**config.mk**
```make
export PLATFORM = sky130hd
export DESIGN_NAME = bzc_front
export DESIGN_NICKNAME = d
export VERILOG_FILES = /design/src/design/bzc_pkg.sv /design/src/design/bzc_sdiv.sv /design/src/design/bzc_front.sv
export SDC_FILE = /design/constraint.sdc
export NUM_CORES = 1
export LEC_CHECK = 0
export BUFFER_PORTS_ARGS = -buffer_cell sky130_fd_sc_hd__buf_4
export CAP_MARGIN = 5
export CORE_ASPECT_RATIO = 0.6
export CORE_MARGIN = 4
export CORE_UTILIZATION = 55
export DETAILED_ROUTE_END_ITERATION = 8
export GPL_ROUTABILITY_DRIVEN = 0
export PLACE_DENSITY = 0.72
export SKIP_LAST_GASP = 1
export SYNTH_ARGS = -nofsm -noshare
export SYNTH_HDL_FRONTEND = slang
export SYNTH_SLANG_ARGS = --single-unit
```
**constraint.sdc**
```tcl
create_clock -name clk -period 10.05 [get_ports clk]
set_input_delay 2.01 -clock clk [delete_from_list [all_inputs] [get_ports clk]]
set_output_delay 2.01 -clock clk [all_outputs]
set_load 0.1 [all_outputs]
```
**src/design/bzc_pkg.sv**
```systemverilog
`default_nettype none
// ----------------------------------------------------------------------------
// bzc_pkg: shared definitions for the bilinear zoom crop unit
// Default sizes, widths, register map, reset values, command codes and queue depth.
// ----------------------------------------------------------------------------
package bzc_pkg;

	localparam int MAX_WIDTH_DEF  = 512;
	localparam int MAX_HEIGHT_DEF = 512;
	localparam int MAX_SCALE_DEF  = 8;

	localparam int PIX_W   = 8;
	localparam int SCALE_W = 4;
	localparam int DIM_W   = 10;
	localparam int PADDR_W = 4;
	localparam int PDATA_W = 32;

	localparam logic [1:0] REG_SCALE  = 2'd0;
	localparam logic [1:0] REG_WIDTH  = 2'd1;
	localparam logic [1:0] REG_HEIGHT = 2'd2;

	localparam logic [SCALE_W-1:0] SCALE_RST = 4'd3;
	localparam logic [DIM_W-1:0]   DIM_RST   = 10'd512;

	localparam logic CMD_LOAD  = 1'b0;
	localparam logic CMD_PIXEL = 1'b1;

	localparam int QUEUE_DEPTH = 4;

endpackage
`default_nettype wire

```
**src/design/bzc_sdiv.sv**
```systemverilog
`default_nettype none
// ----------------------------------------------------------------------------
// bzc_sdiv: divide by the scale factor
// Multiplies by a rounded-up reciprocal from a constant table; the quotient
// is exact for every numerator that fits NW bits. The quotient is registered.
// ----------------------------------------------------------------------------
module bzc_sdiv #(
	parameter int NW        = 12,
	parameter int SW        = 4,
	parameter int MAX_SCALE = 8
) (
	input  logic          clk,
	input  logic [NW-1:0] n,
	input  logic [SW-1:0] s,
	output logic [NW-1:0] q
);

	localparam int K  = NW + SW;
	localparam int PW = NW + K + 1;

	logic [K:0]    recip [MAX_SCALE+1];
	logic [PW-1:0] prod;
	logic [NW-1:0] q_q;

	assign recip[0] = '0;
	for (genvar g = 1; g <= MAX_SCALE; g++) begin : g_recip
		localparam longint unsigned RV = ((64'd1 << K) + g - 1) / g;
		assign recip[g] = (K+1)'(RV);
	end

	assign prod = PW'(n) * PW'(recip[s]);

	always_ff @(posedge clk) begin
		q_q <= prod[K +: NW];
	end

	assign q = q_q;

endmodule
`default_nettype wire

```
**src/design/bzc_front.sv**
```systemverilog
`default_nettype none
// ----------------------------------------------------------------------------
// bzc_front: command intake and anchor addressing
// Tracks load and output positions, derives crop geometry after each
// configuration change and pushes work entries into the back end's queue.
// ----------------------------------------------------------------------------
module bzc_front #(
	parameter int SW = 4,
	parameter int CW = 9,
	parameter int CW1 = 10,
	parameter int RW = 9,
	parameter int RW1 = 10,
	parameter int AW = 18,
	parameter int AW1 = 19,
	parameter int NW = 12,
	parameter int MAX_SCALE = 8
) (
	input  logic                     clk,
	input  logic                     arst_n,
	input  logic                     start,
	input  logic                     cmd,
	input  logic [bzc_pkg::PIX_W-1:0] pixel_in,
	output logic                     busy,
	input  logic                     clr,
	input  logic [SW-1:0]            eff_s,
	input  logic [CW1-1:0]           eff_w,
	input  logic [RW1-1:0]           eff_h,
	input  logic                     q_full,
	output logic                     push,
	output logic                     push_kind,
	output logic [bzc_pkg::PIX_W-1:0] push_pix,
	output logic [AW-1:0]            push_base0,
	output logic [AW-1:0]            push_base1,
	output logic [CW-1:0]            push_c0,
	output logic [CW-1:0]            push_c1,
	output logic [SW-1:0]            push_fx,
	output logic [SW-1:0]            push_fy,
	output logic                     push_last
);
	import bzc_pkg::*;

	logic          prep_q;
	logic [2:0]    ps_q;
	logic [NW-1:0] dn, dq;
	logic [CW-1:0] lastx_q, startcol_q;
	logic [RW-1:0] lasty_q, startrow_q;
	logic [AW1-1:0] total_q;

	logic [CW-1:0] x_q, cx_q;
	logic [RW-1:0] y_q, cy_q;
	logic [SW-1:0] fx_q, fy_q;
	logic [AW-1:0] load_q;
	logic          v1_q;

	logic          kind_s1, last_s1;
	logic [PIX_W-1:0] pix_s1;
	logic [AW-1:0] la_s1;
	logic [RW-1:0] r0_s1, r1_s1;
	logic [CW-1:0] c0_s1, c1_s1;
	logic [SW-1:0] fx_s1, fy_s1;

	logic          accept;
	logic [CW-1:0] wm1, c0, c1;
	logic [RW-1:0] hm1, r0, r1;
	logic [CW:0]   cx1w, c0w, c1w;
	logic [RW:0]   cy1w, r0w, r1w;
	logic [CW-1:0] cx1;
	logic [RW-1:0] cy1;
	logic          last;

	bzc_sdiv #(.NW(NW), .SW(SW), .MAX_SCALE(MAX_SCALE)) u_sdiv (
		.clk(clk), .n(dn), .s(eff_s), .q(dq)
	);

	// Geometry divisions share one divider, one per cycle.
	always_comb begin
		case (ps_q)
			3'd0:    dn = NW'(eff_w - 1'b1);
			3'd1:    dn = NW'(eff_h - 1'b1);
			3'd2:    dn = NW'(eff_w >> 1);
			default: dn = NW'(eff_h >> 1);
		endcase
	end

	assign busy   = prep_q | v1_q | q_full;
	assign accept = start & ~busy;

	assign wm1 = CW'(eff_w - 1'b1);
	assign hm1 = RW'(eff_h - 1'b1);

	always_comb begin
		cx1w = (CW+1)'(cx_q) + 1'b1;
		cy1w = (RW+1)'(cy_q) + 1'b1;
		cx1  = (cx1w > (CW+1)'(lastx_q)) ? lastx_q : CW'(cx1w);
		cy1  = (cy1w > (RW+1)'(lasty_q)) ? lasty_q : RW'(cy1w);
		c0w  = (CW+1)'(cx_q) + (CW+1)'(startcol_q);
		c1w  = (CW+1)'(cx1) + (CW+1)'(startcol_q);
		r0w  = (RW+1)'(cy_q) + (RW+1)'(startrow_q);
		r1w  = (RW+1)'(cy1) + (RW+1)'(startrow_q);
		c0   = (c0w >= (CW+1)'(eff_w)) ? wm1 : CW'(c0w);
		c1   = (c1w >= (CW+1)'(eff_w)) ? wm1 : CW'(c1w);
		r0   = (r0w >= (RW+1)'(eff_h)) ? hm1 : RW'(r0w);
		r1   = (r1w >= (RW+1)'(eff_h)) ? hm1 : RW'(r1w);
		last = (y_q == hm1) && (x_q == wm1);
	end

	always_ff @(posedge clk or negedge arst_n) begin
		if (!arst_n) begin
			prep_q <= 1'b1;
			ps_q   <= '0;
			x_q    <= '0;
			cx_q   <= '0;
			fx_q   <= '0;
			y_q    <= '0;
			cy_q   <= '0;
			fy_q   <= '0;
			load_q <= '0;
			v1_q   <= 1'b0;
		end else if (clr) begin
			prep_q <= 1'b1;
			ps_q   <= '0;
			x_q    <= '0;
			cx_q   <= '0;
			fx_q   <= '0;
			y_q    <= '0;
			cy_q   <= '0;
			fy_q   <= '0;
			load_q <= '0;
			v1_q   <= 1'b0;
		end else begin
			v1_q <= accept;
			if (prep_q) begin
				ps_q <= ps_q + 1'b1;
				if (ps_q == 3'd4) begin
					prep_q <= 1'b0;
				end
			end
			if (accept && cmd == CMD_LOAD) begin
				if (AW1'(load_q) + 1'b1 >= total_q) begin
					load_q <= '0;
				end else begin
					load_q <= load_q + 1'b1;
				end
			end
			if (accept && cmd == CMD_PIXEL) begin
				if ((CW+1)'(x_q) + 1'b1 >= (CW+1)'(eff_w)) begin
					x_q  <= '0;
					cx_q <= '0;
					fx_q <= '0;
					if ((RW+1)'(y_q) + 1'b1 >= (RW+1)'(eff_h)) begin
						y_q  <= '0;
						cy_q <= '0;
						fy_q <= '0;
					end else begin
						y_q <= y_q + 1'b1;
						if (fy_q + 1'b1 >= eff_s) begin
							fy_q <= '0;
							cy_q <= cy_q + 1'b1;
						end else begin
							fy_q <= fy_q + 1'b1;
						end
					end
				end else begin
					x_q <= x_q + 1'b1;
					if (fx_q + 1'b1 >= eff_s) begin
						fx_q <= '0;
						cx_q <= cx_q + 1'b1;
					end else begin
						fx_q <= fx_q + 1'b1;
					end
				end
			end
		end
	end

	// Geometry results and the stage one payload.
	always_ff @(posedge clk) begin
		if (prep_q) begin
			case (ps_q)
				3'd1:    lastx_q <= CW'(dq);
				3'd2:    lasty_q <= RW'(dq);
				3'd3:    startcol_q <= CW'(eff_w >> 1) - CW'(dq);
				3'd4:    startrow_q <= RW'(eff_h >> 1) - RW'(dq);
				default: total_q <= AW1'(AW1'(eff_w) * AW1'(eff_h));
			endcase
		end
		if (accept) begin
			kind_s1 <= cmd;
			pix_s1  <= pixel_in;
			la_s1   <= load_q;
			r0_s1   <= r0;
			r1_s1   <= r1;
			c0_s1   <= c0;
			c1_s1   <= c1;
			fx_s1   <= fx_q;
			fy_s1   <= fy_q;
			last_s1 <= last;
		end
	end

	assign push       = v1_q;
	assign push_kind  = kind_s1;
	assign push_pix   = pix_s1;
	assign push_base0 = (kind_s1 == CMD_PIXEL) ? AW'(AW'(r0_s1) * AW'(eff_w)) : la_s1;
	assign push_base1 = AW'(AW'(r1_s1) * AW'(eff_w));
	assign push_c0    = c0_s1;
	assign push_c1    = c1_s1;
	assign push_fx    = fx_s1;
	assign push_fy    = fy_s1;
	assign push_last  = last_s1;

endmodule
`default_nettype wire

```
Word-level counts from Yosys, hierarchy flattened:

Memories as Yosys holds them, arrays and structs flattened.
Index checks and enable logic that the tools add are counted.
W data, S select, Z words.

* eq/ne operators: 6
* add/subtract/negate cells: 23
* multiplexer cells: 44
* shift operators: 0
* order comparisons: 12
* bitwise operators: 7
* reductions and logical operators: 19
* div/mod/pow operators: 0
* $mul: 4

Operators by type and width (number)
* $mux W9: 22
* $mux W18: 4
* $ge A10 B10 Y1: 6
* $add A9 B1 Y10 const B: 4
* $add A9 B9 Y10: 4
* $add A9 B1 Y9 const B: 4
* $mul A9 B10 Y18: 2
* $mux W4: 9
* $pmux W12 S3: 1
* $mux W17: 2
* $mul A12 B17 Y25: 1
* $sub A10 B1 Y11 const B: 2
* $gt A10 B9 Y1: 2
* $add A18 B1 Y19 const B: 1
* $ge A19 B19 Y1: 1
* $mul A10 B10 Y19: 1
* $add A18 B1 Y18 const B: 1
* $eq A9 B9 Y1: 2
* $sub A9 B1 Y9 const B: 2
* $sub A9 B9 Y9: 2
* $reduce_and A2 Y1: 7
* $add A4 B1 Y4 const B: 2
* $ge A4 B4 Y1: 2
* $reduce_bool A2 Y1: 4
* other kinds (16): 27

* logic and storage cells: 142
* bits in writable memories: 0
* output and inout bits: 74
* bits in registers: 203
* memories kept: 1
* bits in latches: 0
* input bits: 38
* bits in read-only memories: 272

Memories
* (no name shown): words 16, width 17, rd ports 1, clocked after Yosys merged registers in 0, wr ports 0, RTL line bzc_sdiv.sv:31 `assign prod = PW'(n) * PW'(recip[s]);`

Logic depth before layout (Yosys ltp):

* depth after elaboration: 7
* gate-level depth with buffers: 36

Modules after synthesis:

A second synthesis with hierarchy kept.

* cell total of the unflattened synthesis: 3145
* area total of the unflattened synthesis: 28906.5 um2

By module, submodules not included
* bzc_front: cells each 2399, times used 1, area an instance 22409.0 um2
* bzc_sdiv: cells each 746, times used 1, area an instance 6497.5 um2

Worst setup path after synthesis:

Ideal clock, no wire load.

* path kind: input port to output port
* from: input port eff_w[4]
* to: output port push_base0[10]
* cell stages on the path: 17
* arrival: 7.889 ns
* path buffers: 2
* path slack: 0.151 ns
* path through: clkbuf_1 -> clkbuf_1 -> nand2_1 -> fa_1 -> inv_1 -> fa_1 -> ha_1 -> inv_1 -> fa_1 -> inv_1 -> ha_1 -> nor2b_1 -> o21ai_0 -> a21boi_0 -> o21ai_0 -> a21boi_0 -> o31ai_1

* longest elaborated chain between the ends: 2

Ends and longest elaborated chain
* start, declared: RTL line bzc_front.sv:26 `input logic [CW1-1:0] eff_w,`
* $mul A9 B10 Y18: RTL line bzc_front.sv:204 `assign push_base0 = (kind_s1 == CMD_PIXEL) ? AW'(AW'(r0_s1) * AW'(eff_w)) : la_s1;`
* $mux W18: RTL line bzc_front.sv:204
* end, declared: RTL line bzc_front.sv:32 `output logic [AW-1:0] push_base0,`

No other way between the ends.

Worst setup path after layout:

* from: input port eff_w[1]
* to: register u_sdiv.q_q[7], in the netlist u_sdiv.q[7]

* longest elaborated chain between the ends: 3

Ends and longest elaborated chain
* $sub A10 B1 Y11: RTL line bzc_front.sv:78 `3'd0: dn = NW'(eff_w - 1'b1);`
* $pmux W12 S3 *: RTL line bzc_front.sv:77 `case (ps_q)`
* $mul A12 B17 Y25 *: RTL line bzc_sdiv.sv:31
* net u_sdiv.prod[23]: RTL line bzc_sdiv.sv:22 `logic [PW-1:0] prod;`
* end signal, assigned: RTL line bzc_sdiv.sv:34 `q_q <= prod[K +: NW];`
* end, declared: RTL line bzc_sdiv.sv:23 `logic [NW-1:0] q_q;`

Mark *: on every way through the listed nets, which the timed path passes. The rest lies on a longest branch.
A chain may end at the register's enable or synchronous reset.

==> results.md <==
- The run finished with clean final reports.
- For this design the total switching power over the nets is 3.81 mW.
- The combinational group share of total power is 69.2%.
- 0 antenna diodes ended up in the layout.
- The startpoint class of the critical path is a primary input.
- The DRC marker count from the first detailed-route iteration is 2240.
- The required time at the endpoint of the critical path is 10.56 ns.
- The library cell used most frequently in the layout, excluding fill and tap cells, is inv_1.
- The final critical delay including setup and external delays is 9.25 ns.
- Before antenna repair, the detailed router went through 7 iterations.
- During placement, the flow inserted port buffers numbering 111.
- TritonCTS built the clock tree.
- The worst path meets setup with 0.801 ns of slack.
- The count of nets after finishing is 3773.
- The die extent in x is 299 µm.
- The final hold violation count was 0.
- The number of warning messages in the yosys log is 0.
- The type of the tightest min-delay check is flip-flop to flip-flop.
- The via count of the first global-routing pass was 22200.
- The leakage power figure is 15.4 nW.
- The most used flip-flop cell after synthesis is edfxtp_1.
- Total power for the finished layout comes to 7.20 mW.
- The worst path uses 92.0% of the clock period.
- In the routed design, unresolved DRC markers number 0.
- The tool flagged a number of max-cap violations equal to 0.
- For the worst-skew pair, the clock arrives at the later sink with an insertion delay of 0.57 ns.
- By instance count, the cell type seen most on the critical path is fa_1.
- At the pin with the least slew margin, the transition time is 1.19 ns.
- Post-CTS timing repair inserted 0 buffers for setup.
- In this run, placement finished with an instance count of 3719.
- Global routing used 28.9% of the available tracks.
- The capturing element type of the critical path is a flip-flop.
- The worst vdd rail ir drop is 0.801 mV.
- Wires add up to 78.0 mm.
- The detail-routed via count per cell is 5.77.
- The initial antenna violation count was 2.
- The register clock-pin slew on the reported worst setup and hold paths is 0.06 ns.
- The clock passes through at most 3 buffers.
- The category of the critical setup timing path is primary input to flip-flop.
- The global-route wire length before repair is 124 mm.
- The TritonCTS sink count is 203.
- The number of placement rows is 63.
- Yosys mapped a number of flops with a built-in enable equal to 127.
- In the final layout, the share of cells above drive strength 1 is 7.76%.
- The detail route stage leaves a number of antenna-violating nets equal to 0.
- Power spread over the standard cell area amounts to 238 mW/mm².
- The final max-slew violation count is 0.
- After clock tree synthesis, the repair step resized 0 gates.
- For this run, the number of standard cells in the final layout without fillers is 3763.
- Setup violations remaining at the end of the flow were counted as 0.
- After technology mapping, the gate count stands at 3003.
- The die covers 0.0546 mm².
- After detailed placement, the total cell area comes to 0.0294 mm².
- The largest net degree at the start of global routing is 68.
- On the final layout, the worst clock skew is 0.0143 ns.
- The setup total negative slack is 0 ns.
- The vertical die dimension is 183 µm.
- The via count is 21700.
- The post-DP HPWL is 63.2 mm.
- The leftover overflow at the end of global routing is 0.
- The worst-case headroom to the max-slew limit is 20.8%.
- The signal arrival time at the worst endpoint is 9.76 ns.
- The share of the Yosys chip area taken by registers is 20.3%.
- Counting distinct cell types in the post-synthesis netlist gives 73.
- For this run, the share of the core covered by cells in the final layout is 60.7%.
- In this run, CTS created clock tree buffers numbering 24.
- The number of storage elements in the synthesis netlist is 203.
- With fillers left out, the area of the finished cells amounts to 0.0302 mm².
- For this run, the slowest stage of the critical path takes 0.58 ns.
- The average cell area after synthesis is 9.30 µm².
- The placeable core region is 0.0498 mm².
- Static timing analysis puts the maximum clock frequency at 0.108 GHz.
- In this run the number of H-tree levels came out at 1.
- The worst hold slack across all endpoints is 0.505 ns.
- The tree is rooted in a clkbuf_16.
- Setup repair after global routing left no endpoint under its margin.
- For this configuration, the core starts out at a cell density of 56.1%.
- Along the worst path, the maximum fanout reaches 23.
- The area growth from synthesis to layout is 8.23%.
- The proportion of synthesized flip-flops having asynchronous set or reset is 33.0%.
- The total I/O pin count is 112.
- Net switching is 52.9% of the power.
- The sequential cell fraction of total power is 18.2%.
- Synthesis produced a netlist with a net count of 3713.
- The cell with the biggest individual delay on the critical path is fa_1.
- After detailed routing, the average wire length per cell comes to 20.7 µm.
- The relative contribution of the clock network to total power is 12.6%.
- The top cell types in the final layout, fill and taps aside, are inv_1, ha_1, fa_1, nand2_1, nor2_1.
- The synthesized area is 0.0279 mm².
- The internal cell power is 3.39 mW.
- The worst slack after detailed placement is 0.409 ns.
- The count of hold-fix buffers inserted at cts is 0.
==> power by group through the flow <==
| stage | registers, mW | clock network (mW) | logic, mW |
|---|---|---|---|
| after floorplan | 1.26 | 0 | 3.70 |
| after global placement | 1.32 | 0 | 4.74 |
| after detailed placement | 1.32 | 0 | 4.87 |
| after CTS | 1.30 | 0.918 | 4.94 |
| after global routing | 1.33 | 0.953 | 5.51 |
| final | 1.31 | 0.907 | 4.98 |
==> layer usage <==
metal  up-vias  wire length [µm]  part of all wire (%)  GRT usage, %
met5         -                30                 0.038             0
met4         4              1700                   2.2          6.12
met2      1127             30400                    39          39.5
met3       155             11100                    14          12.2
met1     10600             34700                    45          42.6
li1       9826                 -                     -             -
==> sequential cells by signal, indices dropped and copies added (netlist names), 8 cells and up <==
| name | flops |
|---|---|
| total_q | 19 |
| y_q | 9 |
| push_pix | 8 |
| u_sdiv.q | 9 |
| r0_s1 | 9 |
| lastx_q | 9 |
| push_c0 | 9 |
| x_q | 9 |
| la_s1 | 18 |
| load_q | 18 |
| startrow_q | 9 |
| startcol_q | 9 |
| cx_q | 9 |
| cy_q | 9 |
| r1_s1 | 9 |
| lasty_q | 9 |
| push_c1 | 9 |
==> critical path: cells and delay by family <==
| kind | cells | cell delay (ns) |
|---|---|---|
| adder cells (fa/ha/maj) | 6 | 3.00 |
| AND/OR/NAND/NOR | 10 | 2.19 |
| AO/OA/AOI/OAI | 6 | 1.66 |
| buffers and inverters | 5 | 0.52 |
| multiplexers | 1 | 0.24 |
| XOR/XNOR | 1 | 0.14 |
==> kinds of logic after synthesis <==
logic type	share of synthesized area [%]
flops	20.3
buf+inv	8.92
mux	3.05
compound gates	9.40
simple gates	13.5
fa+ha+maj	38.8
xor+xnor	6.05
==> synthesized netlist by cell type (all sizes together), types with 3 or more instances <==
master	instances	area [µm²]
a211o	4	35.0
a211oi	8	60.1
a21boi	5	37.5
a21o	64	480
a21oi	89	445
a221o	6	60.1
a221oi	6	52.6
a22o	31	272
a31o	5	43.8
a31oi	8	65.1
a41oi	3	26.3
and2	94	588
and3	25	156
buf	23	100
clkbuf	83	312
clkinv	9	33.8
dfrtp	66	1650
dfxtp	9	180
edfxtp	127	3810
fa	323	6470
ha	349	4370
inv	545	2050
mux2	32	360
mux2i	49	490
nand2	314	1180
nand2b	22	138
nand3	53	265
nand4	18	113
nor2	170	641
nor2b	34	213
nor3	39	195
nor3b	11	82.6
nor4	7	50.1
o211ai	12	90.1
o21a	19	143
o21ai	82	410
o21bai	21	158
o22a	4	35.0
o311ai	6	52.6
o31ai	3	22.5
or2	6	37.5
or3	5	36.3
xnor2	126	1110
xor2	66	578
==> area by class of cell <==
type                            instances  area [µm²]
Fill cell                            4200       19600
Tap cell                              682         853
Multi-Input combinational cell       2140       19800
Timing Repair Buffer                  140        1050
Sequential cell                       203        5670
Inverter                              554        2080
Clock buffer                           27         633
Clock inverter                         17         161
==> worst paths after layout <==
| path | cells past startpoint | slack (ns) | end | start |
|---|---|---|---|---|
| min in group asynchronous | 1 | 1.58 | push$_DFF_PN0_ | arst_n |
| max in group asynchronous | 1 | 7.80 | fx_q[0]$_DFFE_PN0P_ | arst_n |
| min | 0 | 0.51 | push_fy[3]$_DFFE_PP_ | fy_q[3]$_DFFE_PN0P_ |
| max reg2reg | 29 | 1.05 | u_sdiv.q[7]$_DFF_P_ | ps_q[1]$_DFFE_PN0P_ |
| min reg2reg | 0 | 0.51 | push_fy[3]$_DFFE_PP_ | fy_q[3]$_DFFE_PN0P_ |
| max | 29 | 0.80 | u_sdiv.q[7]$_DFF_P_ | eff_w[1] |
No activity file was read; power rests on OpenSTA's default activity.
